`config.mk`:
```
export PLATFORM = sky130hd
export DESIGN_NAME = touch_auto_repeat_clock_control_core
export DESIGN_NICKNAME = d
export VERILOG_FILES = /design/src/sv/tarcc_pkg.sv /design/src/sv/touch_auto_repeat_clock_control_core.sv
export SDC_FILE = /design/constraint.sdc
export NUM_CORES = 1
export LEC_CHECK = 0
export BUFFER_PORTS_ARGS = -buffer_cell sky130_fd_sc_hd__buf_4
export CAP_MARGIN = 20
export CORE_ASPECT_RATIO = 1.4
export CORE_MARGIN = 2
export CORE_UTILIZATION = 50
export CTS_BUF_LIST = sky130_fd_sc_hd__clkbuf_8 sky130_fd_sc_hd__clkbuf_16
export CTS_CLUSTER_DIAMETER = 30
export DETAILED_ROUTE_END_ITERATION = 8
export PLACE_DENSITY = 0.67
export SETUP_SLACK_MARGIN = 0.2
export SKIP_LAST_GASP = 1
export SYNTH_ARGS = -nofsm -noshare
export SYNTH_HDL_FRONTEND = slang
export SYNTH_SLANG_ARGS = --single-unit
```
`constraint.sdc`:
```
create_clock -name clk -period 3.2 [get_ports clk]
set_input_delay 0.64 -clock clk [delete_from_list [all_inputs] [get_ports clk]]
set_output_delay 0.64 -clock clk [all_outputs]
set_load 0.05 [all_outputs]
```
`src/sv/tarcc_pkg.sv`:
```
// Types and constants shared by the touch auto-repeat clock control block.
package tarcc_pkg;

  localparam int CFG_IDX_W  = 2;
  localparam int CFG_DATA_W = 8;
  localparam int REG_W      = 8;

  typedef enum logic [CFG_IDX_W-1:0] {
    REG_SETTLE_TICKS = 2'd0,
    REG_REPEAT_DELAY = 2'd1,
    REG_REPEAT_RATE  = 2'd2,
    REG_TICKS_PER_S  = 2'd3
  } tarcc_reg_t;

  localparam logic [REG_W-1:0] SETTLE_RST = 8'd1;
  localparam logic [REG_W-1:0] DELAY_RST  = 8'd10;
  localparam logic [REG_W-1:0] RATE_RST   = 8'd1;
  localparam logic [REG_W-1:0] TPS_RST    = 8'd20;

  typedef enum logic [2:0] {
    ST_INIT    = 3'd0,
    ST_NEVER   = 3'd1,
    ST_WAIT    = 3'd2,
    ST_SETTLE  = 3'd3,
    ST_DELAY   = 3'd4,
    ST_RATE    = 3'd5,
    ST_EXPIRED = 3'd6,
    ST_ADDSEC  = 3'd7
  } tarcc_state_t;

  typedef struct packed {
    logic         inc_dec;
    logic         adv_sec;
    logic         clr;
    tarcc_state_t state;
  } tarcc_result_t;

endpackage

```
`src/sv/touch_auto_repeat_clock_control_core.sv`:
```
// Top level of the touch auto-repeat clock control block.
// Each accepted request is one tick carrying the touch level; the controller
// takes its transition and counter update in the cycle the tick is accepted
// and the result (pulses and new state code) is registered, so one tick per
// cycle is sustained while the output does not stall. A skid stage behind the
// result register takes one further tick after the output stalls; in_stall
// rises only once that skid stage is full. Configuration writes take effect
// on the next tick and should be made while no tick is pending.
module touch_auto_repeat_clock_control_core #(
  parameter int COUNT_WIDTH = 8
) (
  input  logic                                clk,
  input  logic                                rst_n,
  input  logic                                in_valid,
  output logic                                in_stall,
  input  logic                                in_touched,
  output logic                                out_valid,
  input  logic                                out_stall,
  output logic                                out_inc_dec_pulse,
  output logic                                out_advance_second_pulse,
  output logic                                out_touch_clear_pulse,
  output logic [2:0]                          out_state_code,
  input  logic                                cfg_we,
  input  logic [tarcc_pkg::CFG_IDX_W-1:0]     cfg_index,
  input  logic [tarcc_pkg::CFG_DATA_W-1:0]    cfg_wdata
);
  import tarcc_pkg::*;

  localparam int CMP_W = (COUNT_WIDTH > REG_W) ? COUNT_WIDTH : REG_W;

  logic [REG_W-1:0] settle_ticks_r, delay_ticks_r, rate_ticks_r, tps_r;

  tarcc_state_t state_r, state_nxt;
  logic [COUNT_WIDTH-1:0] settle_cnt_r, settle_cnt_nxt;
  logic [COUNT_WIDTH-1:0] delay_cnt_r, delay_cnt_nxt;
  logic [COUNT_WIDTH-1:0] rate_cnt_r, rate_cnt_nxt;
  logic [COUNT_WIDTH-1:0] sec_cnt_r, sec_cnt_nxt;

  tarcc_result_t res_nxt, out_res_r, skid_res_r;
  logic          out_valid_r, skid_valid_r;

  logic accept, taken;
  logic settle_hit, delay_hit, rate_hit, sec_due;
  logic [COUNT_WIDTH-1:0] sec_base;

  assign accept   = in_valid && !in_stall;
  assign taken    = out_valid_r && !out_stall;
  assign in_stall = skid_valid_r;

  assign settle_hit = CMP_W'(settle_cnt_r) == CMP_W'(settle_ticks_r);
  assign delay_hit  = CMP_W'(delay_cnt_r) == CMP_W'(delay_ticks_r);
  assign rate_hit   = CMP_W'(rate_cnt_r) == CMP_W'(rate_ticks_r);
  assign sec_due    = CMP_W'(sec_cnt_r) >= CMP_W'(tps_r);

  // configuration registers
  always_ff @(posedge clk) begin
    if (!rst_n) begin
      settle_ticks_r <= SETTLE_RST;
      delay_ticks_r  <= DELAY_RST;
      rate_ticks_r   <= RATE_RST;
      tps_r          <= TPS_RST;
    end else if (cfg_we) begin
      unique case (tarcc_reg_t'(cfg_index))
        REG_SETTLE_TICKS: settle_ticks_r <= cfg_wdata;
        REG_REPEAT_DELAY: delay_ticks_r  <= cfg_wdata;
        REG_REPEAT_RATE:  rate_ticks_r   <= cfg_wdata;
        REG_TICKS_PER_S:  tps_r          <= cfg_wdata;
        default: ;
      endcase
    end
  end

  // transition first, then the counter action of the new state
  always_comb begin
    state_nxt       = state_r;
    res_nxt.inc_dec = 1'b0;
    res_nxt.adv_sec = 1'b0;
    res_nxt.clr     = 1'b0;
    sec_base        = sec_cnt_r;

    unique case (state_r)
      ST_INIT: state_nxt = ST_NEVER;
      ST_NEVER: begin
        if (in_touched) begin
          res_nxt.clr = 1'b1;
          state_nxt   = ST_SETTLE;
        end
      end
      ST_WAIT: begin
        if (in_touched) begin
          res_nxt.clr = 1'b1;
          state_nxt   = ST_SETTLE;
        end
        if (sec_due) state_nxt = ST_ADDSEC;
      end
      ST_SETTLE: begin
        if (settle_hit) begin
          if (in_touched) begin
            state_nxt = ST_DELAY;
          end else begin
            res_nxt.inc_dec = 1'b1;
            state_nxt       = ST_WAIT;
          end
        end
      end
      ST_DELAY: begin
        if (!in_touched) begin
          res_nxt.inc_dec = 1'b1;
          state_nxt       = ST_WAIT;
        end else if (delay_hit) begin
          res_nxt.inc_dec = 1'b1;
          state_nxt       = ST_RATE;
        end
      end
      ST_RATE: begin
        if (!in_touched) state_nxt = ST_WAIT;
        else if (rate_hit) state_nxt = ST_EXPIRED;
      end
      ST_EXPIRED: begin
        if (!in_touched) begin
          state_nxt = ST_WAIT;
        end else begin
          res_nxt.inc_dec = 1'b1;
          state_nxt       = ST_RATE;
        end
      end
      ST_ADDSEC: begin
        res_nxt.adv_sec = 1'b1;
        sec_base        = '0;
        state_nxt       = ST_WAIT;
      end
      default: state_nxt = ST_INIT;
    endcase

    settle_cnt_nxt = settle_cnt_r;
    delay_cnt_nxt  = delay_cnt_r;
    rate_cnt_nxt   = rate_cnt_r;
    sec_cnt_nxt    = sec_base;

    unique case (state_nxt)
      ST_NEVER: begin
        settle_cnt_nxt = '0;
        delay_cnt_nxt  = '0;
        rate_cnt_nxt   = '0;
      end
      ST_WAIT: begin
        settle_cnt_nxt = '0;
        delay_cnt_nxt  = '0;
        rate_cnt_nxt   = '0;
        sec_cnt_nxt    = sec_base + 1'b1;
      end
      ST_SETTLE:  settle_cnt_nxt = settle_cnt_r + 1'b1;
      ST_DELAY:   delay_cnt_nxt  = delay_cnt_r + 1'b1;
      ST_RATE:    rate_cnt_nxt   = rate_cnt_r + 1'b1;
      ST_EXPIRED: rate_cnt_nxt   = '0;
      default: ;
    endcase

    res_nxt.state = state_nxt;
  end

  always_ff @(posedge clk) begin
    if (!rst_n) begin
      state_r      <= ST_INIT;
      settle_cnt_r <= '0;
      delay_cnt_r  <= '0;
      rate_cnt_r   <= '0;
      sec_cnt_r    <= '0;
    end else if (accept) begin
      state_r      <= state_nxt;
      settle_cnt_r <= settle_cnt_nxt;
      delay_cnt_r  <= delay_cnt_nxt;
      rate_cnt_r   <= rate_cnt_nxt;
      sec_cnt_r    <= sec_cnt_nxt;
    end
  end

  // result register with a skid stage behind it
  always_ff @(posedge clk) begin
    if (!rst_n) begin
      out_valid_r  <= 1'b0;
      skid_valid_r <= 1'b0;
    end else begin
      if (accept) begin
        if (!out_valid_r || taken) begin
          out_valid_r <= 1'b1;
        end else begin
          skid_valid_r <= 1'b1;
        end
      end else if (taken) begin
        out_valid_r  <= skid_valid_r;
        skid_valid_r <= 1'b0;
      end
    end
  end

  always_ff @(posedge clk) begin
    if (accept) begin
      if (!out_valid_r || taken) out_res_r <= res_nxt;
      else skid_res_r <= res_nxt;
    end else if (taken && skid_valid_r) begin
      out_res_r <= skid_res_r;
    end
  end

  assign out_valid                = out_valid_r;
  assign out_inc_dec_pulse        = out_res_r.inc_dec;
  assign out_advance_second_pulse = out_res_r.adv_sec;
  assign out_touch_clear_pulse    = out_res_r.clr;
  assign out_state_code           = out_res_r.state;

`ifndef SYNTH
  a_skid_behind_out: assert property (@(posedge clk) disable iff (!rst_n)
    skid_valid_r |-> out_valid_r)
    else $error("skid stage full while result register empty");

  a_drop_only_when_taken: assert property (@(posedge clk) disable iff (!rst_n)
    $fell(out_valid_r) |-> $past(!out_stall))
    else $error("result dropped without being taken");

  a_adv_goes_wait: assert property (@(posedge clk) disable iff (!rst_n)
    (out_valid_r && out_res_r.adv_sec) |-> (out_res_r.state == ST_WAIT))
    else $error("advance pulse without return to waiting");

  a_clr_state: assert property (@(posedge clk) disable iff (!rst_n)
    (out_valid_r && out_res_r.clr) |->
      (out_res_r.state == ST_SETTLE || out_res_r.state == ST_ADDSEC))
    else $error("touch clear pulse with unexpected state");

  a_state_follows_accept: assert property (@(posedge clk) disable iff (!rst_n)
    !accept |=> $stable(state_r))
    else $error("controller state moved without a request");
`endif

endmodule
```
==> results_tabular.tex, run 1 <==
\begin{tabular}{lr}
\hline
Metric & Value \\
\hline
\multicolumn{2}{l}{\textbf{Die}} \\
\quad Width of the die & slightly above 80 µm \\
\quad Die area & slightly above 0.009 mm² \\
\quad I/O pin total & 24 \\
\quad Initial standard-cell utilization of the core & 0.512 \\
\quad Area of the core region & approximately 0.008 mm² \\
\quad Height of the die & 112 µm \\
\quad Number of cell rows & 39 \\
\multicolumn{2}{l}{\textbf{Place}} \\
\quad Routability congestion estimate & 0.802 \\
\quad Count of input and output buffers & 23 \\
\quad Post-DP HPWL & approximately 6900 µm \\
\quad Setup slack at placement & between 600 and 700 ps \\
\quad Cell area reported after detailed placement & 0.00439 mm² \\
\multicolumn{2}{l}{\textbf{Worst setup path}} \\
\quad Cells along the critical path & nand2\_2 -> or2\_4 -> or4\_4 -> nand3\_4 -> inv\_2 -> nor3\_2 -> or4\_1 -> a21oi\_1 \\
\quad Launching instance or port of the critical path & state\_r[1]\$\_SDFFE\_PN0P\_ \\
\quad Startpoint-to-endpoint class of the critical path & reg -> reg \\
\quad Worst r2r path cells & 8 \\
\quad Kind of launch point of the worst setup path & flip-flop \\
\quad Capture point of the worst reg-to-reg path & rate\_cnt\_r[1]\$\_SDFFE\_PN0P\_ \\
\quad Setup crit end & rate\_cnt\_r[1]\$\_SDFFE\_PN0P\_ \\
\quad CP max stage cell & sky130\_fd\_sc\_hd\_\_or4\_4 \\
\quad Stage delay of the slowest cell on the critical path & between 500 and 600 ps \\
\quad CP Data Required Time & $\sim$3400 ps \\
\quad Signal arrival time at the worst endpoint & 2750 ps \\
\quad Type of element capturing the critical path & flip-flop \\
\quad R2R Setup Slk & about 650 ps \\
\quad R2R Path Start & state\_r[1]\$\_SDFFE\_PN0P\_ \\
\quad Critical path peak fanout & 12 \\
\multicolumn{2}{l}{\textbf{Finish}} \\
\quad Total inserted antenna cells & 0 \\
\quad Proportion of layout cells with a drive suffix above 1 & 0.121 \\
\quad Total of fill cells in the finished design & $\sim$730 \\
\quad Post-Layout Inst Area & around 0.0047 mm² \\
\quad Final Util & 0.576 \\
\quad Synth-to-layout area growth & 12.5\% \\
\quad \# nets final & 520 \\
\multicolumn{2}{l}{\textbf{Clocking}} \\
\quad Post-CTS sizing & 0 \\
\quad Maximum buffer depth of the clock tree & 2 \\
\quad H-tree depth reported by CTS & 3 \\
\quad Num CTS Buffers & 9 \\
\quad Clock Latency Late Sink & approximately 340 ps \\
\quad Number of setup buffers added after CTS & 0 \\
\quad Clock root buffer & sky130\_fd\_sc\_hd\_\_clkbuf\_16 \\
\quad Number of hold buffers added after cts & 0 \\
\quad CTS tree & built \\
\quad Worst-path clk slew & $\sim$60 ps \\
\quad Clock net sink count & 81 \\
\multicolumn{2}{l}{\textbf{Yosys}} \\
\quad Post-synthesis sequential element count & a little over 80 \\
\quad Count of warnings emitted by yosys & 0 \\
\quad Fraction of registers with async set or reset after synthesis & 0 \\
\quad Post-Synthesis Net Count & around 510 \\
\quad Post-synthesis area per instance & slightly below 9 µm² \\
\quad Synthesized instance count & 477 \\
\quad Netlist cell types & 66 \\
\quad Proportion of synthesized chip area in sequential cells & 0.417 \\
\quad Synthesized area & 0.00417 mm² \\
\quad Ys flop type & sky130\_fd\_sc\_hd\_\_dfxtp\_1 \\
\quad Post-synth EDFFs & 12 \\
\multicolumn{2}{l}{\textbf{Power and ir drop}} \\
\quad Power density over the cells & slightly above 500 mW/mm² \\
\quad Clock share of power & 0.422 \\
\quad Worst ir drop on vdd & approximately 0.00035 V \\
\quad Standby leakage power & roughly 1.8 nW \\
\quad Switching power share of the total & 0.258 \\
\quad Combinational share of power & 0.125 \\
\quad Internal Power & 0.00180 W \\
\quad NetSw & about 0.00063 W \\
\quad Portion of total power attributed to sequential cells & 0.453 \\
\multicolumn{2}{l}{\textbf{Timing}} \\
\quad Post-route fraction of the period consumed by the critical path & 0.797 \\
\quad Number of endpoints failing setup at the final stage & 0 \\
\quad Final min period & around 2500 ps \\
\quad Slew headroom & 0.445 \\
\quad Worst-case clock skew & between 9 and 10 ps \\
\quad Hold violation total from the final report & 0 \\
\quad Post-layout worst setup margin & approximately 650 ps \\
\quad RSZ-0062 raised after global routing & false \\
\quad Slew at the pin closest to its max-slew limit & $\sim$830 ps \\
\quad Total negative slack for setup checks & 0 ps \\
\quad Max Slew Vio Count & 0 \\
\quad Fmax & between 300 and 400 MHz \\
\multicolumn{2}{l}{\textbf{Global route}} \\
\quad Initial antenna violation count & 0 \\
\quad Total grt overflow & 0 \\
\quad Overall global routing resource usage & 0.227 \\
\quad Number of global-route vias before repair & about 3200 \\
\quad Pin count of the biggest net entering global routing & 42 \\
\quad Wire length of the first global-routing pass & between 15000 and 20000 µm \\
\multicolumn{2}{l}{\textbf{Run}} \\
\quad Number of maximum-capacitance constraint violations & 0 \\
\multicolumn{2}{l}{\textbf{Route}} \\
\quad Routed vias & 3466 \\
\quad DRC violation count after routing & 0 \\
\quad Antenna Violating Nets Remaining & 0 \\
\quad First-pass iteration count of the detailed router & 4 \\
\quad Routed length per placed instance & 15.8 µm \\
\quad DR vias/cell & just under 6 \\
\quad Number of DRC violations after detailed-routing iteration 0 & 158 \\
\quad Routed wire length & $\sim$9400 µm \\
\multicolumn{2}{l}{\textbf{Min path}} \\
\quad Worst Hold Launch & tps\_r[3]\$\_SDFFE\_PN0P\_ \\
\quad Tightest Hold Check Type & reg -> reg \\
\multicolumn{2}{l}{\textbf{Status}} \\
\quad Status & finished, final reports clean \\
\hline
\end{tabular}
## worst max-delay path, delay by kind of cell (launching register included)
| kind | cells | cell delay [ps] |
|---|---|---|
| AND/OR/NAND/NOR | 6 | 1730 |
| flip-flops | 1 | 540 |
| buffers and inverters | 1 | 90 |
| AO/OA/AOI/OAI | 1 | 60 |
## how the worst min path moves through the flow
stage	end	slack, ps	cells after the start
after floorplan	tps_r[1]$_SDFFE_PN0P_	440	2
after global placement	tps_r[7]$_SDFFE_PN0P_	450	2
after detailed placement	tps_r[3]$_SDFFE_PN0P_	450	2
after CTS	tps_r[3]$_SDFFE_PN0P_	460	2
after global routing	tps_r[1]$_SDFFE_PN0P_	480	2
final	tps_r[3]$_SDFFE_PN0P_	450	2
## synth_stat cells (all sizes together) (12+ instances only)
master,n,area (µm²)
dfxtp,69,1380
nand2,64,243
a21oi,49,257
nor2,40,150
nand3,26,148
mux2i,19,190
xnor2,19,166
inv,16,60.1
clkbuf,15,56.3
edfxtp,12,360
ha,12,150
xor2,12,105
## logic make-up (layout without fill, tap and decap cells)
logic type | Yosys count | after routing | synth area share
xor gates and xnor gates | 31 | 31 | 0.0651
adders and majority gates | 12 | 12 | 0.0360
and+or+nand+nor | 184 | 184 | 0.219
buffers and inverters | 41 | 61 | 0.0447
muxes | 21 | 21 | 0.0510
AOI/OAI and AO/OA | 107 | 107 | 0.167
DFF | 81 | 81 | 0.417
## layout by cell type (no fill, tap or decap), types with 2 or more instances in the layout
| cell type | instances |
|---|---|
| sky130_fd_sc_hd__a2111o_1 | 2 |
| sky130_fd_sc_hd__a211o_1 | 3 |
| sky130_fd_sc_hd__a211oi_1 | 2 |
| sky130_fd_sc_hd__a21oi_1 | 48 |
| sky130_fd_sc_hd__a31oi_1 | 7 |
| sky130_fd_sc_hd__and2_1 | 4 |
| sky130_fd_sc_hd__and3_1 | 9 |
| sky130_fd_sc_hd__buf_4 | 28 |
| sky130_fd_sc_hd__clkbuf_16 | 11 |
| sky130_fd_sc_hd__dfxtp_1 | 69 |
| sky130_fd_sc_hd__edfxtp_1 | 12 |
| sky130_fd_sc_hd__ha_1 | 12 |
| sky130_fd_sc_hd__inv_1 | 18 |
| sky130_fd_sc_hd__mux2_2 | 2 |
| sky130_fd_sc_hd__mux2i_1 | 19 |
| sky130_fd_sc_hd__nand2_1 | 63 |
| sky130_fd_sc_hd__nand2b_1 | 3 |
| sky130_fd_sc_hd__nand3_1 | 24 |
| sky130_fd_sc_hd__nand4_1 | 8 |
| sky130_fd_sc_hd__nor2_1 | 40 |
| sky130_fd_sc_hd__nor2b_1 | 2 |
| sky130_fd_sc_hd__nor3_1 | 4 |
| sky130_fd_sc_hd__nor4_1 | 3 |
| sky130_fd_sc_hd__o211ai_1 | 8 |
| sky130_fd_sc_hd__o21a_1 | 3 |
| sky130_fd_sc_hd__o21ai_0 | 10 |
| sky130_fd_sc_hd__o21bai_1 | 2 |
| sky130_fd_sc_hd__o311ai_0 | 2 |
| sky130_fd_sc_hd__o31ai_1 | 6 |
| sky130_fd_sc_hd__or2_2 | 3 |
| sky130_fd_sc_hd__or3_1 | 2 |
| sky130_fd_sc_hd__or4_1 | 6 |
| sky130_fd_sc_hd__xnor2_1 | 19 |
| sky130_fd_sc_hd__xor2_1 | 12 |
## area by class of cell
type	instances	area (µm²)	share of cell area
Multi-Input combinational cell	355	2240	0.478
Sequential cell	81	1740	0.371
Clock buffer	12	289	0.0616
Timing Repair Buffer	28	210	0.0448
Tap cell	102	128	0.0272
Inverter	17	63.8	0.0136
Clock inverter	4	16.3	0.00347
## sequential cells by signal, summed over array words and instances, names as in the netlist
signal	flops
out_inc_dec_pulse	1
tps_r	8
sec_cnt_r	8
rate_ticks_r	8
out_advance_second_pulse	1
out_touch_clear_pulse	1
settle_cnt_r	8
settle_ticks_r	8
skid_res_r	6
delay_ticks_r	8
delay_cnt_r	8
in_stall	1
state_r	3
out_state_code	3
out_valid	1
rate_cnt_r	8
## metal layers
| layer | vias to the layer above | track usage | part of all wire |
|---|---|---|---|
| met1 | 1645 | 0.298 | 0.46 |
| li1 | 1738 | - | - |
| met3 | 12 | 0.0458 | 0.033 |
| met5 | - | 0 | 0 |
| met2 | 71 | 0.363 | 0.49 |
| met4 | 0 | 0.0881 | 0.017 |
## power groups by stage
stage               sequential (W)  combinational, W  clock (W)
floorplan                  0.00114          0.000204          0
global placement           0.00112          0.000299          0
detailed placement         0.00112          0.000302          0
CTS                        0.00110          0.000304    0.00104
global route               0.00111          0.000335    0.00108
finish                     0.00110          0.000304    0.00103
## stage by stage
stage | hold slack, ps | power, W | cells
after global placement | 446 | 0.00142 | 583
after floorplan | 436 | 0.00134 | 477
final | 455 | 0.00243 | 599
after global routing | 479 | 0.00253 | 599
after CTS | 458 | 0.00245 | 599
after detailed placement | 450 | 0.00142 | 583
Power figures use the tool's default switching activity.
==> run 2, diff against run 1 <==
==> constraint.sdc (replaced) <==
create_clock -name clk -period 2.5 [get_ports clk]
set_input_delay 0.5 -clock clk [delete_from_list [all_inputs] [get_ports clk]]
set_output_delay 0.5 -clock clk [all_outputs]
set_load 0.05 [all_outputs]
==> results_tabular.tex, run 2 (synthesis results as in run 1) <==
\begin{tabular}{lr}
\hline
Metric & Value \\
\hline
\multicolumn{2}{l}{\textbf{Timing}} \\
\quad Number of endpoints failing setup at the final stage & 0 \\
\quad Hold violation total from the final report & 0 \\
\quad Max Slew Vio Count & 0 \\
\quad Fmax & about 420 MHz \\
\quad Post-route fraction of the period consumed by the critical path & 0.949 \\
\quad Final min period & 2370 ps \\
\quad Worst-case clock skew & 7.44 ps \\
\quad RSZ-0062 raised after global routing & true \\
\quad Slew headroom & 0.653 \\
\quad Slew at the pin closest to its max-slew limit & approximately 520 ps \\
\multicolumn{2}{l}{\textbf{Clocking}} \\
\quad Num CTS Buffers & 9 \\
\quad Worst-path clk slew & 60 ps \\
\quad Clock root buffer & sky130\_fd\_sc\_hd\_\_clkbuf\_16 \\
\quad Number of hold buffers added after cts & 0 \\
\quad Clock Latency Late Sink & $\sim$350 ps \\
\quad Maximum buffer depth of the clock tree & 2 \\
\quad CTS tree & built \\
\quad H-tree depth reported by CTS & 3 \\
\quad Clock net sink count & just over 80 \\
\multicolumn{2}{l}{\textbf{Die}} \\
\quad Height of the die & approximately 110 µm \\
\quad I/O pin total & 24 \\
\quad Die area & a little over 0.009 mm² \\
\quad Number of cell rows & 39 \\
\quad Width of the die & 81.2 µm \\
\quad Area of the core region & 0.00815 mm² \\
\quad Initial standard-cell utilization of the core & 0.512 \\
\multicolumn{2}{l}{\textbf{Min path}} \\
\quad Cells on Worst Hold Path & 3 \\
\quad Worst Hold Launch & cfg\_wdata[1] \\
\quad WHS Endpoint & delay\_ticks\_r[1]\$\_SDFFE\_PN1P\_ \\
\quad Tightest Hold Check Type & in -> reg \\
\multicolumn{2}{l}{\textbf{Route}} \\
\quad Number of DRC violations after detailed-routing iteration 0 & around 280 \\
\quad Antenna Violating Nets Remaining & 0 \\
\quad Routed length per placed instance & approximately 17 µm \\
\quad First-pass iteration count of the detailed router & 5 \\
\quad Routed vias & between 3000 and 4000 \\
\quad Routed wire length & around 11000 µm \\
\quad DRC violation count after routing & 0 \\
\quad DR vias/cell & between 5 and 6 \\
\multicolumn{2}{l}{\textbf{Worst setup path}} \\
\quad Type of element capturing the critical path & flip-flop \\
\quad Kind of launch point of the worst setup path & flip-flop \\
\quad Capture point of the worst reg-to-reg path & rate\_cnt\_r[4]\$\_SDFFE\_PN0P\_ \\
\quad R2R Path Start & delay\_cnt\_r[5]\$\_SDFFE\_PN0P\_ \\
\quad R2R Setup Slk & 130 ps \\
\quad CP Data Required Time & around 2800 ps \\
\quad Critical path peak fanout & 6 \\
\quad Startpoint-to-endpoint class of the critical path & reg -> reg \\
\quad Worst r2r path cells & 8 \\
\quad Signal arrival time at the worst endpoint & around 2700 ps \\
\multicolumn{2}{l}{\textbf{Finish}} \\
\quad Total of fill cells in the finished design & between 600 and 700 \\
\quad Most common library cell in the layout ignoring fill and taps & sky130\_fd\_sc\_hd\_\_buf\_4 \\
\quad Proportion of layout cells with a drive suffix above 1 & 0.312 \\
\quad Total inserted antenna cells & 0 \\
\quad Synth-to-layout area growth & 29.8\% \\
\quad Commonest non-fill, non-tap cells in the layout & sky130\_fd\_sc\_hd\_\_buf\_4, sky130\_fd\_sc\_hd\_\_nand2\_1, sky130\_fd\_sc\_hd\_\_dfxtp\_1, sky130\_fd\_sc\_hd\_\_a21oi\_1, sky130\_fd\_sc\_hd\_\_nor2\_1 \\
\quad \# nets final & between 500 and 600 \\
\quad Fin cells & 640 \\
\multicolumn{2}{l}{\textbf{Global route}} \\
\quad Wire length of the first global-routing pass & around 17000 µm \\
\quad Met1 demand-to-capacity share in global routing & 0.298 \\
\quad Total grt overflow & 0 \\
\quad Initial antenna violation count & 0 \\
\quad Overall global routing resource usage & 0.244 \\
\quad Number of global-route vias before repair & between 3000 and 4000 \\
\quad Pin count of the biggest net entering global routing & 41 \\
\quad Met2 Usage GRT & 0.407 \\
\quad Met3 Resource Use GR & 0.0458 \\
\quad Peak-usage layer in the global routing report & met2 \\
\multicolumn{2}{l}{\textbf{Power and ir drop}} \\
\quad Combinational share of power & 0.163 \\
\quad Standby leakage power & approximately 2.1 nW \\
\quad NetSw & between 0.0009 and 0.001 W \\
\quad Switching power share of the total & 0.273 \\
\quad Power density over the cells & 624 mW/mm² \\
\quad Internal Power & around 0.0025 W \\
\quad Clock share of power & 0.421 \\
\quad Portion of total power attributed to sequential cells & 0.416 \\
\quad Post-route total power & between 0.003 and 0.004 W \\
\quad Worst ir drop on vdd & 0.000432 V \\
\multicolumn{2}{l}{\textbf{Run}} \\
\quad Number of maximum-capacitance constraint violations & 0 \\
\multicolumn{2}{l}{\textbf{Place}} \\
\quad Inst Count DP & 599 \\
\quad Routability congestion estimate & between 0.8 and 0.9 \\
\quad Post-DP HPWL & roughly 7300 µm \\
\quad Count of input and output buffers & 23 \\
\multicolumn{2}{l}{\textbf{Status}} \\
\quad Status & finished, final reports clean \\
\hline
\end{tabular}
==> run 2: changes by cell type in the layout (fill, tap and decap cells not counted), sizes merged, moves of 2 or more <==
cell    previous run  this run
buf               28        65
clkinv             2         5
inv               19        16
bufinv             0         2
==> run 2: worst max-delay path by stage <==
stage                                 from                            to  slack [ps]  depth (start not counted)
2_1_floorplan    sec_cnt_r[0]$_SDFFE_PN0P_    rate_cnt_r[0]$_SDFFE_PN0P_         230                         10
5_1_grt         rate_cnt_r[5]$_SDFFE_PN0P_    rate_cnt_r[2]$_SDFFE_PN0P_          70                          9
3_5_place_dp   delay_cnt_r[5]$_SDFFE_PN0P_  settle_cnt_r[5]$_SDFFE_PN0P_          -3                          8
3_3_place_gp   delay_cnt_r[5]$_SDFFE_PN0P_  settle_cnt_r[6]$_SDFFE_PN0P_          70                          8
6_report       delay_cnt_r[5]$_SDFFE_PN0P_    rate_cnt_r[4]$_SDFFE_PN0P_         130                          8
4_1_cts          sec_cnt_r[0]$_SDFFE_PN0P_    rate_cnt_r[4]$_SDFFE_PN0P_         200                         10
==> run 2: timing repair <==
item	CTS	global route
resized for setup	19	71
setup endpoints to repair	27	31
buffers inserted	5	16
pin swaps	4	29
gates cloned	1	3
==> run 2: power groups by stage <==
stage	clock network [W]	logic [W]	registers (W)
6_report	0.00142	0.000552	0.00141
5_1_grt	0.00148	0.000589	0.00141
4_1_cts	0.00143	0.000456	0.00141
3_5_place_dp	0	0.000426	0.00143
3_3_place_gp	0	0.000419	0.00143
2_1_floorplan	0	0.000262	0.00146
==> run 2: routing by layer <==
metal | routed length (µm) | vias to the layer above
met4 | 417 | 0
met2 | 5530 | 121
met1 | 4640 | 1804
met3 | 476 | 32
met5 | 0 | -
li1 | - | 1835
==> run 2: area by class of cell <==
| class | instances | area (µm²) | share of cell area |
|---|---|---|---|
| tap | 102 | 128 | 0.0236 |
| timing repair buffer | 67 | 558 | 0.103 |
| clock inverter | 7 | 95.1 | 0.0176 |
| multi-input combinational | 357 | 2560 | 0.473 |
| clock buffer | 9 | 225 | 0.0416 |
| inverter | 17 | 63.8 | 0.0118 |
| sequential | 81 | 1780 | 0.329 |
==> run 2: critical path, stage by stage, from the launching register on <==
cell	delay [ps]
sky130_fd_sc_hd__dfxtp_4	380
sky130_fd_sc_hd__xor2_1	170
sky130_fd_sc_hd__nor4_2	70
sky130_fd_sc_hd__buf_4	150
sky130_fd_sc_hd__a32oi_4	300
sky130_fd_sc_hd__o2111a_2	440
sky130_fd_sc_hd__a21oi_4	130
sky130_fd_sc_hd__or4_4	530
sky130_fd_sc_hd__a21oi_2	130
==> run 2: stage by stage <==
step           utilization  hold slack, ps  worst slack, ps  TNS, ps  area (µm²)
3_3_place_gp         0.555             448             65.6        0        4520
5_1_grt              0.665             410             69.0        0        5420
4_1_cts              0.607             406              200        0        4950
3_5_place_dp         0.555             449            -3.35    -3.35        4520
6_report             0.665             411              126        0        5420
2_1_floorplan            -             436              229        0        4170
